[src/rtl/tsqs_pkg.sv]
// Shared types and constants for the timed step queue sequencer.
// No dependencies; compile first.
package tsqs_pkg;

  // Command codes carried by an input item
  typedef enum logic [2:0] {
    CMD_ENQUEUE = 3'd0,
    CMD_TICK    = 3'd1,
    CMD_RESUME  = 3'd2,
    CMD_SKIP    = 3'd3,
    CMD_RESET   = 3'd4
  } cmd_t;

  // Step kinds; any other code plays as a plain animation
  localparam logic [1:0] KIND_WAIT     = 2'd1;
  localparam logic [1:0] KIND_CALLBACK = 2'd2;

  localparam int unsigned TIME_W   = 32;
  localparam int unsigned PERIOD_W = 16;
  localparam int unsigned FRAMES_W = 8;
  localparam int unsigned TAG_W    = 8;

  localparam logic [TIME_W-1:0] DEFAULT_DURATION = 32'd500;
  localparam logic [TIME_W-1:0] WAIT_DURATION    = 32'hFFFF_FFFF;

  // One queued step as held in the step store
  typedef struct packed {
    logic [TIME_W-1:0]   duration;
    logic [PERIOD_W-1:0] period;
    logic [FRAMES_W-1:0] frames;
    logic [1:0]          kind;
    logic                start_hook;
    logic                finish_hook;
    logic [TAG_W-1:0]    tag;
  } step_entry_t;

  // Request to the serial divider
  typedef struct packed {
    logic                start;
    logic [TIME_W-1:0]   dividend;
    logic [PERIOD_W-1:0] divisor;
  } div_req_t;

  // Divider result
  typedef struct packed {
    logic              done;
    logic [TIME_W-1:0] quotient;
  } div_rsp_t;

endpackage

[src/rtl/timed_step_queue_sequencer.sv]
// Timed step queue sequencer: ring queue of timed steps with a serial frame divider.
// One item at a time; the 32-step frame division of the head step dominates the time to a
// result, and a retire adds a second store read. A new item is taken only once the last
// result is registered, and not while the result side stalls.
// Synchronous active-high rst clears pointers, count, flags and start time; the step
// store is not cleared. Depends on tsqs_pkg, tsqs_ram, tsqs_div.
module timed_step_queue_sequencer #(
  parameter int QUEUE_DEPTH = 16
) (
  input  logic                               clk,
  input  logic                               rst,
  input  logic                               in_valid,
  output logic                               in_ready,
  input  logic [2:0]                         command,
  input  logic [31:0]                        now_ms,
  input  logic [1:0]                         step_kind,
  input  logic [31:0]                        step_duration,
  input  logic [7:0]                         frame_total,
  input  logic [15:0]                        frame_period,
  input  logic                               start_hook,
  input  logic                               finish_hook,
  input  logic [7:0]                         step_tag,
  output logic                               out_valid,
  input  logic                               out_ready,
  output logic                               accepted,
  output logic                               finished_valid,
  output logic [7:0]                         finished_tag,
  output logic                               started_valid,
  output logic [7:0]                         started_tag,
  output logic                               is_playing,
  output logic                               is_waiting,
  output logic [$clog2(QUEUE_DEPTH+1)-1:0]   queued,
  output logic [7:0]                         frame_now
);
  import tsqs_pkg::*;

  localparam int PTR_W = $clog2(QUEUE_DEPTH);
  localparam int CNT_W = $clog2(QUEUE_DEPTH + 1);
  localparam int ENT_W = $bits(step_entry_t);

  typedef enum logic [8:0] {
    S_IDLE   = 9'b000000001,
    S_WRITE  = 9'b000000010,
    S_FETCH  = 9'b000000100,
    S_LOOK   = 9'b000001000,
    S_TICK   = 9'b000010000,
    S_RETIRE = 9'b000100000,
    S_FRAME  = 9'b001000000,
    S_DIV    = 9'b010000000,
    S_DONE   = 9'b100000000
  } state_t;

  state_t            state;
  cmd_t              cmd_r;
  logic [TIME_W-1:0] now_r;
  step_entry_t       in_entry;
  step_entry_t       head_q;
  step_entry_t       ram_q;
  logic [ENT_W-1:0]  ram_rdata;

  logic [PTR_W-1:0]  head_ptr;
  logic [PTR_W-1:0]  tail_ptr;
  logic [CNT_W-1:0]  fill_count;
  logic              playing;
  logic              waiting;
  logic [TIME_W-1:0] start_time;
  logic              begin_pending;

  logic              acc_r;
  logic              fin_v;
  logic [TAG_W-1:0]  fin_tag;
  logic              st_v;
  logic [TAG_W-1:0]  st_tag;
  logic [TAG_W-1:0]  frame_r;
  logic [TIME_W-1:0] dur_r;

  logic              full;
  logic              ram_we;
  logic [TIME_W-1:0] elapsed;
  logic [TIME_W-1:0] len_calc;
  logic [23:0]       frame_product;
  logic [FRAMES_W-1:0] last_frame;
  div_req_t          div_req;
  div_rsp_t          div_rsp;

  assign in_ready = (state == S_IDLE);
  assign full     = (fill_count == CNT_W'(QUEUE_DEPTH));
  assign ram_we   = (state == S_WRITE) && (cmd_r == CMD_ENQUEUE) && !full;
  assign ram_q    = step_entry_t'(ram_rdata);
  assign elapsed  = now_r - start_time;
  assign last_frame = head_q.frames - 1'b1;

  // step store; read port always follows the head
  tsqs_ram #(
    .WIDTH(ENT_W),
    .DEPTH(QUEUE_DEPTH)
  ) u_store (
    .clk   (clk),
    .we    (ram_we),
    .waddr (tail_ptr),
    .wdata (ENT_W'(in_entry)),
    .raddr (head_ptr),
    .rdata (ram_rdata)
  );

  // serial divider for the current frame
  tsqs_div u_div (
    .clk (clk),
    .rst (rst),
    .req (div_req),
    .rsp (div_rsp)
  );

  always_comb begin
    div_req.start    = (state == S_FRAME) && playing && (head_q.frames > 8'd1)
                       && (head_q.period != '0);
    div_req.dividend = elapsed;
    div_req.divisor  = head_q.period;
  end

  // duration of the head step as read from the store
  always_comb begin
    frame_product = 24'(ram_q.frames) * 24'(ram_q.period);
    if (ram_q.duration != '0) begin
      len_calc = ram_q.duration;
    end else if (ram_q.kind == KIND_WAIT) begin
      len_calc = WAIT_DURATION;
    end else if (ram_q.kind == KIND_CALLBACK) begin
      len_calc = 32'd1;
    end else if (ram_q.frames != '0 && ram_q.period != '0) begin
      len_calc = TIME_W'(frame_product);
    end else begin
      len_calc = DEFAULT_DURATION;
    end
  end

  // sequencer
  always_ff @(posedge clk) begin
    if (rst) begin
      state         <= S_IDLE;
      head_ptr      <= '0;
      tail_ptr      <= '0;
      fill_count    <= '0;
      playing       <= 1'b0;
      waiting       <= 1'b0;
      start_time    <= '0;
      begin_pending <= 1'b0;
      out_valid     <= 1'b0;
    end else begin
      // a new result in S_DONE takes over the register in the same cycle
      if (out_valid && out_ready && state != S_DONE) begin
        out_valid <= 1'b0;
      end
      case (state)
        S_IDLE: begin
          if (in_valid) begin
            cmd_r                <= cmd_t'(command);
            now_r                <= now_ms;
            in_entry.duration    <= step_duration;
            in_entry.period      <= frame_period;
            in_entry.frames      <= frame_total;
            in_entry.kind        <= step_kind;
            in_entry.start_hook  <= start_hook;
            in_entry.finish_hook <= finish_hook;
            in_entry.tag         <= step_tag;
            acc_r   <= 1'b0;
            fin_v   <= 1'b0;
            fin_tag <= '0;
            st_v    <= 1'b0;
            st_tag  <= '0;
            frame_r <= '0;
            state   <= S_WRITE;
          end
        end
        S_WRITE: begin
          // enqueue stores at the tail; store write happens this cycle
          if (cmd_r == CMD_ENQUEUE && !full) begin
            tail_ptr      <= (tail_ptr == PTR_W'(QUEUE_DEPTH - 1)) ? '0 : tail_ptr + 1'b1;
            fill_count    <= fill_count + 1'b1;
            acc_r         <= 1'b1;
            begin_pending <= !playing;
          end
          state <= S_FETCH;
        end
        S_FETCH: begin
          state <= S_LOOK;
        end
        S_LOOK: begin
          head_q <= ram_q;
          dur_r  <= len_calc;
          if (begin_pending) begin
            // start the new head step
            begin_pending <= 1'b0;
            playing       <= 1'b1;
            start_time    <= now_r;
            waiting       <= (ram_q.kind == KIND_WAIT);
            if (ram_q.start_hook) begin
              st_v   <= 1'b1;
              st_tag <= ram_q.tag;
            end
            state <= S_FRAME;
          end else begin
            case (cmd_r)
              CMD_TICK: begin
                state <= (playing && !waiting) ? S_TICK : S_FRAME;
              end
              CMD_RESUME: begin
                if (waiting) begin
                  waiting <= 1'b0;
                  state   <= S_RETIRE;
                end else begin
                  state <= S_FRAME;
                end
              end
              CMD_SKIP: begin
                state <= (playing && !waiting) ? S_RETIRE : S_FRAME;
              end
              CMD_RESET: begin
                head_ptr   <= '0;
                tail_ptr   <= '0;
                fill_count <= '0;
                playing    <= 1'b0;
                waiting    <= 1'b0;
                start_time <= '0;
                state      <= S_FRAME;
              end
              default: begin
                state <= S_FRAME;
              end
            endcase
          end
        end
        S_TICK: begin
          state <= (elapsed >= dur_r) ? S_RETIRE : S_FRAME;
        end
        S_RETIRE: begin
          if (head_q.finish_hook) begin
            fin_v   <= 1'b1;
            fin_tag <= head_q.tag;
          end
          head_ptr   <= (head_ptr == PTR_W'(QUEUE_DEPTH - 1)) ? '0 : head_ptr + 1'b1;
          fill_count <= fill_count - 1'b1;
          if (fill_count == CNT_W'(1)) begin
            playing <= 1'b0;
            waiting <= 1'b0;
            state   <= S_FRAME;
          end else begin
            begin_pending <= 1'b1;
            state         <= S_FETCH;
          end
        end
        S_FRAME: begin
          state <= div_req.start ? S_DIV : S_DONE;
        end
        S_DIV: begin
          // clamp quotient to the last frame
          if (div_rsp.done) begin
            if (div_rsp.quotient[TIME_W-1:FRAMES_W] != '0
                || div_rsp.quotient[FRAMES_W-1:0] > last_frame) begin
              frame_r <= last_frame;
            end else begin
              frame_r <= div_rsp.quotient[FRAMES_W-1:0];
            end
            state <= S_DONE;
          end
        end
        S_DONE: begin
          if (!out_valid || out_ready) begin
            out_valid      <= 1'b1;
            accepted       <= acc_r;
            finished_valid <= fin_v;
            finished_tag   <= fin_tag;
            started_valid  <= st_v;
            started_tag    <= st_tag;
            is_playing     <= playing;
            is_waiting     <= waiting;
            queued         <= fill_count;
            frame_now      <= frame_r;
            state          <= S_IDLE;
          end
        end
        default: begin
          state <= S_IDLE;
        end
      endcase
    end
  end

  // count never exceeds the queue depth
  assert property (@(posedge clk) disable iff (rst) fill_count <= CNT_W'(QUEUE_DEPTH))
    else $error("fill count above queue depth");

  // between items a step is active exactly when the queue holds one
  assert property (@(posedge clk) disable iff (rst)
                   state == S_IDLE |-> playing == (fill_count != '0))
    else $error("playing flag disagrees with fill count");

  // waiting only on an active step
  assert property (@(posedge clk) disable iff (rst) waiting |-> playing)
    else $error("waiting without an active step");

  // event tags are zero when no event is reported
  assert property (@(posedge clk) disable iff (rst)
                   out_valid |-> (finished_valid || finished_tag == '0)
                                 && (started_valid || started_tag == '0))
    else $error("event tag without event");

  // a successful enqueue leaves at least one step queued
  assert property (@(posedge clk) disable iff (rst)
                   out_valid && accepted |-> queued != '0)
    else $error("accepted enqueue with empty queue");

endmodule

[src/rtl/tsqs_ram.sv]
// Generic single-port-write, single-port-read RAM with registered read data.
// No dependencies.
module tsqs_ram #(
  parameter int WIDTH = 68,
  parameter int DEPTH = 16
) (
  input  logic                     clk,
  input  logic                     we,
  input  logic [$clog2(DEPTH)-1:0] waddr,
  input  logic [WIDTH-1:0]         wdata,
  input  logic [$clog2(DEPTH)-1:0] raddr,
  output logic [WIDTH-1:0]         rdata
);

  logic [WIDTH-1:0] mem [DEPTH];

  // write port and registered read port
  always_ff @(posedge clk) begin
    if (we) begin
      mem[waddr] <= wdata;
    end
    rdata <= mem[raddr];
  end

endmodule

[src/rtl/tsqs_div.sv]
// Restoring serial divider, 32-bit dividend by 16-bit divisor, one bit per cycle.
// Depends on tsqs_pkg. Divisor must be nonzero.
module tsqs_div (
  input  logic               clk,
  input  logic               rst,
  input  tsqs_pkg::div_req_t req,
  output tsqs_pkg::div_rsp_t rsp
);
  import tsqs_pkg::*;

  localparam int CNT_W = $clog2(TIME_W);

  logic                busy;
  logic [CNT_W-1:0]    cnt;
  logic [TIME_W-1:0]   dq;
  logic [PERIOD_W-1:0] rem;
  logic [PERIOD_W-1:0] dvs;
  logic                done;

  logic [PERIOD_W:0]   shifted;
  logic [PERIOD_W:0]   diff;
  logic                ge;

  // one quotient bit per cycle
  always_comb begin
    shifted = {rem, dq[TIME_W-1]};
    diff    = shifted - {1'b0, dvs};
    ge      = shifted >= {1'b0, dvs};
  end

  always_ff @(posedge clk) begin
    if (rst) begin
      busy <= 1'b0;
      done <= 1'b0;
      cnt  <= '0;
    end else begin
      done <= 1'b0;
      if (req.start) begin
        busy <= 1'b1;
        cnt  <= '0;
        dq   <= req.dividend;
        rem  <= '0;
        dvs  <= req.divisor;
      end else if (busy) begin
        rem <= ge ? diff[PERIOD_W-1:0] : shifted[PERIOD_W-1:0];
        dq  <= {dq[TIME_W-2:0], ge};
        cnt <= cnt + 1'b1;
        if (cnt == CNT_W'(TIME_W - 1)) begin
          busy <= 1'b0;
          done <= 1'b1;
        end
      end
    end
  end

  assign rsp.done     = done;
  assign rsp.quotient = dq;

endmodule

[config.mk]
export PLATFORM = sky130hd
export DESIGN_NAME = timed_step_queue_sequencer
export DESIGN_NICKNAME = d
export VERILOG_FILES = /design/src/rtl/tsqs_pkg.sv /design/src/rtl/timed_step_queue_sequencer.sv /design/src/rtl/tsqs_ram.sv /design/src/rtl/tsqs_div.sv
export SDC_FILE = /design/constraint.sdc
export NUM_CORES = 2
export LEC_CHECK = 0
export BUFFER_PORTS_ARGS = -buffer_cell sky130_fd_sc_hd__buf_2
export CORE_MARGIN = 2
export CORE_UTILIZATION = 30
export CTS_BUF_LIST = sky130_fd_sc_hd__clkbuf_4
export CTS_CLUSTER_SIZE = 30
export DETAILED_ROUTE_END_ITERATION = 16
export SYNTH_ARGS = -nofsm -noshare
export SYNTH_HDL_FRONTEND = slang
export SYNTH_SLANG_ARGS = --single-unit
[constraint.sdc]
create_clock -name clk -period 11.4 [get_ports clk]
set_input_delay 1.71 -clock clk [delete_from_list [all_inputs] [get_ports clk]]
set_output_delay 1.71 -clock clk [all_outputs]
set_load 0.05 [all_outputs]
* After elaboration in Yosys (flattened, before gate mapping) *
Memory sizes are Yosys's and may differ from the RTL's. A register that Yosys moved wholly into a read port is not among the register bits.
Cells that the tools add are included.

word-level totals
  bits in registers = 358
  bits in writable memories = 1088
  bits of input ports = 107
  output and inout port bits = 36
  word-level logic and storage cells = 214
  memories = 1

cells by class
  add/sub/neg operators = 8
  $mul = 1
  $lt $le $gt $ge = 4
  equality and inequality tests = 34
  multiplexer cells = 69
  bitwise operators = 2
  reduce and logical (&&, ||, !) cells = 51

memory list
  memory       depth  width  rd ports  clocked after memory_dff  write ports  RTL line        RTL
  u_store.mem  16     68     1         1                         1            tsqs_ram.sv:15  logic [WIDTH-1:0] mem [DEPTH];

operators by type and width
  kind                 number
  $mux W32             6
  $pmux W9 S9          1
  $mux W24             2
  $mux W8              6
  $pmux W8 S2          3
  $mux W7              6
  $mux W9              4
  $ge A32 B32 Y1       1
  $mux W16             2
  $reduce_bool A16 Y1  2
  $reduce_bool A32 Y1  1
  $sub A32 B32 Y32     1
  $mul A8 B16 Y24      1
  $reduce_bool A24 Y1  1
  $mux W1              21
  $pmux W7 S3          1
  $reduce_and A3 Y1    7
  $mux W4              5
  $reduce_and A4 Y1    5
  $ge A17 B16 Y1       1
  $pmux W4 S2          2
  $reduce_bool A2 Y1   8
  $sub A16 B16 Y16     1
  $mux W5              3
  42 further kinds     78

* Logic depth before layout (Yosys ltp) *
  depth after elaboration = 6
  gate-level depth with buffers = 21
  mapped depth without buffers = 21

* Modules after synthesis *
From an unflattened synthesis, not the netlist that was laid out.

second synthesis, totals
  cells, all modules = 3604
  area total of the unflattened synthesis = 63173.1 um^2

modules (own cells, without submodules)
  module                      times used  cells each  area each (um^2)  seq. area each (um^2)
  tsqs_ram                    1           1750        41980.3           34032.6
  timed_step_queue_sequencer  1           1536        17405.4           8037.7
  tsqs_div                    1           318         3787.4            2062.0

* Least setup slack after synthesis *
OpenSTA, ideal clock, no wires.

  kind = reg2reg
  start point = register state[2]
  end point = register cmd_r[0], enable pin
  setup time = 566 ps
  arrival time = 7300 ps
  required time = 10834 ps
  path slack = 3534 ps
  cell stages (with the launch flop) = 6
  path buffers = 0
  period minus slack after synthesis = 7866 ps
  path through = dfxtp_1 > nor4_1 > nand2_1 > nor4b_1 > nand2_1 > nor2_1

between the ends
  longest elaborated chain between the ends = 2

ends and longest elaborated chain
  item                         RTL line                           RTL
  from (decl)                  timed_step_queue_sequencer.sv:53   state_t state;
  from (signal assigned)       timed_step_queue_sequencer.sv:205  state <= (playing && !waiting) ? S_TICK : S_FRAME;
  from (signal assigned)       timed_step_queue_sequencer.sv:216  state <= (playing && !waiting) ? S_RETIRE : S_FRAME;
  from (signal assigned)       timed_step_queue_sequencer.sv:234  state <= (elapsed >= dur_r) ? S_RETIRE : S_FRAME;
  $eq A9 B1 Y1                 n/a
  via in_ready                 timed_step_queue_sequencer.sv:13   output logic in_ready,
  $reduce_and A3 Y1 (no line)  n/a
  to (signal assigned)         timed_step_queue_sequencer.sv:157  cmd_r <= cmd_t'(command);
  to (decl)                    timed_step_queue_sequencer.sv:54   cmd_t cmd_r;

The timed path passes the listed nets, and every way through them passes these cells.
A chain may end at the register's enable or synchronous reset.

* Final worst setup path *
  start point = register u_store.rdata[14], read port of u_store.mem
  end point = register dur_r[16], data pin

between the ends
  longest elaborated chain between the ends = 6
  elaborated cells on any way between the ends = 7
  classes of those cells = mul: 1; mux: 4; reduce/logical: 2

ends and longest elaborated chain
  item                                                     RTL line                           RTL
  from (decl)                                              tsqs_ram.sv:12                     output logic [WIDTH-1:0] rdata
  branches (longest 2 deep; another with $mul A8 B16 Y24)  n/a
  $mux W24 (*)                                             timed_step_queue_sequencer.sv:130  end else if (ram_q.frames != '0 && ram_q.period != '0) begin
  $mux W24 (*)                                             timed_step_queue_sequencer.sv:128  end else if (ram_q.kind == KIND_CALLBACK) begin
  $mux W32 (*)                                             timed_step_queue_sequencer.sv:126  end else if (ram_q.kind == KIND_WAIT) begin
  $mux W32 (*)                                             timed_step_queue_sequencer.sv:124  if (ram_q.duration != '0) begin
  via len_calc[16]                                         timed_step_queue_sequencer.sv:80   logic [TIME_W-1:0] len_calc;
  to (signal assigned)                                     timed_step_queue_sequencer.sv:190  dur_r <= len_calc;
  to (decl)                                                timed_step_queue_sequencer.sv:75   logic [TIME_W-1:0] dur_r;

Mark *: on every way through the listed nets, which the timed path passes.

==> results.md <==
* Worst-margin pin slew at between 1 and 1.5 ns
* Primary FF master, synth: edfxtp_1
* Worst Path Max Fanout at 18
* First-pass GRT wire length at ~220 mm
* Total grt overflow at 0
* Final Max Slew Viols at 0
* Fmax at ~170 MHz
* DRT antenna net count at 0
* Hold depth at 0
* Setup crit start: u_store.rdata[14]
* Hold Buf Count CTS at 0
* Async SR Flop Fraction at 0
* Synth cell types at between 70 and 80
* Ports at 143
* Total CTS buffers at slightly below 400
* Post-DP HPWL at between 80 and 90 mm
* Post-Syn Nets at around 3800
* Final Hold Viols at 0
* Die Footprint at around 0.21 mm^2
* Port bufs at around 140
* DRC viols at 0
* Worst setup EP type: flip-flop
* Post-CTS Setup Inserts at 0
* Final core occ at 0.346
* Die W at 461 um
* Maximum root-to-sink buffer count at 4
* Most used cell, CP: fa_1
* Seq/Total Area, Yosys at 0.705
* Crit Reg-Reg Startpoint: u_store.rdata[14]
* Cell Area, Synth at about 0.063 mm^2
* GRT Overall Usage at 0.142
* Avg Inst Size Synth at around 18 um^2
* CTS clk-pin slew, worst paths at approximately 0.070 ns
* Min-delay worst type: reg2reg
* Ordered cell list for the critical path: nand2_1 > fa_1 > fa_1 > inv_1 > fa_1 > inv_1 > fa_1 > inv_1 > ha_1 > o21a_1 > o21ai_0 > a21oi_1 > o41ai_1 > o21ai_1 > a21o_1 > a21oi_1 > xnor2_1 > a211o_1
* Post-synth EDFFs at 1381
* # H-tree levels at 5
* RSZ-0062 raised after global routing: false
* Total iterations of the first detailed-routing run at 5
* Antenna violations before repair at 24
* Reg2reg setup slack at approximately 5.5 ns
* Synth Instances at approximately 3400
* Via count at ~33000
* Placer congestion estimate at a little over 0.8
* Clk_skew at between 0.15 and 0.2 ns
* Number of global-route vias before repair at 33920
* Register Area at 0.0441 mm^2
* Maximum vdd drop at roughly 0.063 mV
* Root Buffer: clkbuf_4
* Worst path slowest cell: dfxtp_1
* Total Wirelength at between 150 and 200 mm
* Total negative setup slack at 0 ns
* Row Count at ~170
* Crit path launch type: flip-flop
* Fin crit period at around 5.9 ns
* Power density over the cells at between 150 and 200 mW/mm^2
* Clock sink total at 1514
* Vert. Die Dim at about 460 um
* CP max stage delay at slightly below 0.8 ns
* Finish-stage setup viols at 0
* Critical path class: reg2reg
* Reg2reg end: dur_r[16]
* Post_cts resized at 0
* Via density at just under 5
* Fillers at slightly below 20000
* Period utilisation layout at 0.514
* Worst setup endpoint: dur_r[16]
* Synth warn at 0
* P_leak at around 24 nW
* Largest net degree at the start of global routing at approximately 130
* Layout Nets at 4207
* Register bit total from synthesis at roughly 1500
* Post-synth top area cell: edfxtp_1
* Ranking of synthesized cells by area: edfxtp_1, mux4_2, dfxtp_1, ha_1, fa_1
* Area of the multi-input gates at around 0.017 mm^2
* CP required at roughly 12 ns
* Layout cell share with drive strength beyond 1 at 0.291
* Worst skew pair latency at 1.36 ns
* Top-area cell type share of the netlist area at 0.662
* Wire length per cell at between 20 and 25 um
* Status: completed
* CTS tree: yes
* Area of the core at between 0.2 and 0.25 mm^2
* Worst path arrival time at roughly 6.9 ns
* Area Overhead vs Synth at 14.4%
* Max cap viols at 0
* Number of cells on the worst reg-to-reg path at 18
* DR iter-0 viols at 3136
* Initial Util at 0.302
* Relative slew slack at 0.217
-- through the flow --
stage          power, W  setup WS [ns]  instances  hold WS, ns  cell area [um^2]
2_1_floorplan   0.00634           3.53       3417        0.386             62600
3_3_place_gp    0.00644           5.69       6271        0.404             67000
3_5_place_dp    0.00645           5.64       6271        0.405             67000
4_1_cts          0.0109           5.58       6919        0.414             71600
5_1_grt          0.0112           5.28       6928        0.431             71700
6_report         0.0108           5.54       6930        0.417             71700
-- kinds of logic (layout without fill, tap and decap cells) --
kind of cell    Yosys count  count (layout)  synth area share
simple gates            565             565            0.0462
mux                     366             366             0.127
fa+ha+maj               230             230            0.0562
flops                  1514            1514             0.705
compound gates          343             343            0.0368
xor+xnor                 68              68           0.00951
other cells               0              11                 0
buf+inv                 331            1045            0.0200
-- critical path: cells and delay by family (launching register included) --
family,cells,cell delay [ns]
AO/OA/AOI/OAI,8,1.97
XOR/XNOR,1,0.09
adder cells (fa/ha/maj),5,2.37
buffers and inverters,3,0.14
flip-flops,1,0.79
AND/OR/NAND/NOR,1,0.17
-- cell type report --
| class | count | area share |
|---|---|---|
| Antenna cell | 11 | 0.000384 |
| Tap cell | 2788 | 0.0487 |
| Clock buffer | 574 | 0.0601 |
| Inverter | 199 | 0.0104 |
| Multi-Input combinational cell | 1572 | 0.243 |
| Sequential cell | 1514 | 0.616 |
| Timing Repair Buffer | 198 | 0.0163 |
| Clock inverter | 74 | 0.00515 |
-- metal layers --
layer,vias up,share of wire,global-route usage
li1,14560,-,-
met4,2,0.014,0.0374
met1,17443,0.47,0.211
met3,202,0.072,0.0309
met2,1214,0.45,0.209
met5,-,0.000086,0
-- worst min-delay path by stage --
stage                                 start               to  slack [ns]
after detailed placement         frame_r[2]     frame_now[2]        0.40
after global placement                fin_v   finished_valid        0.40
after global routing             fin_tag[2]  finished_tag[2]        0.43
after CTS                 step_duration[31]     in_entry[67]        0.41
after floorplan            u_store.rdata[8]        head_q[8]        0.39
final                             st_tag[5]   started_tag[5]        0.42
-- placed cells by master (no fill, tap or decap), types with 21 or more instances in the layout --
master	instances
fa_1	86
and2_1	129
xor2_1	28
buf_2	142
clkbuf_4	574
nor3_1	33
nor2_1	130
ha_1	144
a22oi_1	35
xnor2_1	40
edfxtp_1	1381
mux4_2	340
mux2_2	21
o21ai_0	52
buf_4	53
nor4_1	29
a21oi_1	97
clkinv_1	62
a21o_1	38
dfxtp_1	129
nand2_1	103
inv_1	198
-- report_power, final --
| part | switching, W | internal, W | leakage, nW | total (W) |
|---|---|---|---|---|
| clock network | 0.00211 | 0.00235 | 2.81 | 0.00446 |
| logic | 0.000126 | 0.0000746 | 7.46 | 0.000201 |
| registers | 0.0000565 | 0.00607 | 13.6 | 0.00612 |
| total | 0.00229 | 0.00849 | 23.8 | 0.0108 |
-- Yosys cell counts, drive strengths merged (3+ instances only) --
| master | count |
|---|---|
| or4 | 4 |
| nand4 | 18 |
| edfxtp | 1381 |
| mux2 | 21 |
| a31oi | 7 |
| o21ai | 55 |
| a211o | 19 |
| ha | 144 |
| o21a | 17 |
| fa | 86 |
| o31ai | 4 |
| a21o | 38 |
| a311oi | 3 |
| nor3 | 38 |
| xnor2 | 40 |
| or2 | 16 |
| nor3b | 4 |
| nand2b | 11 |
| nand3b | 8 |
| or3 | 11 |
| nand2 | 103 |
| and2 | 129 |
| nand3 | 20 |
| mux2i | 5 |
| buf | 35 |
| a22o | 3 |
| nor2b | 14 |
| o21bai | 10 |
| xor2 | 28 |
| a22oi | 35 |
| dfxtp | 133 |
| mux4 | 340 |
| nor2 | 146 |
| a21oi | 98 |
| a31o | 6 |
| nor4 | 29 |
| inv | 198 |
| and3 | 6 |
| clkbuf | 97 |
| a211oi | 21 |
| o31a | 3 |
-- state kept, by name, indices dropped and copies added (netlist names), 16 cells and up --
signal / count
dur_r: 32
u_div.rem: 16
head_q: 17
div_req: 16
start_time: 32
u_div.dq: 32
now_r: 32
u_store.mem: 1088
u_store.rdata: 68
in_entry: 68
u_div.dvs: 16
(Power assumes the default switching activity.)
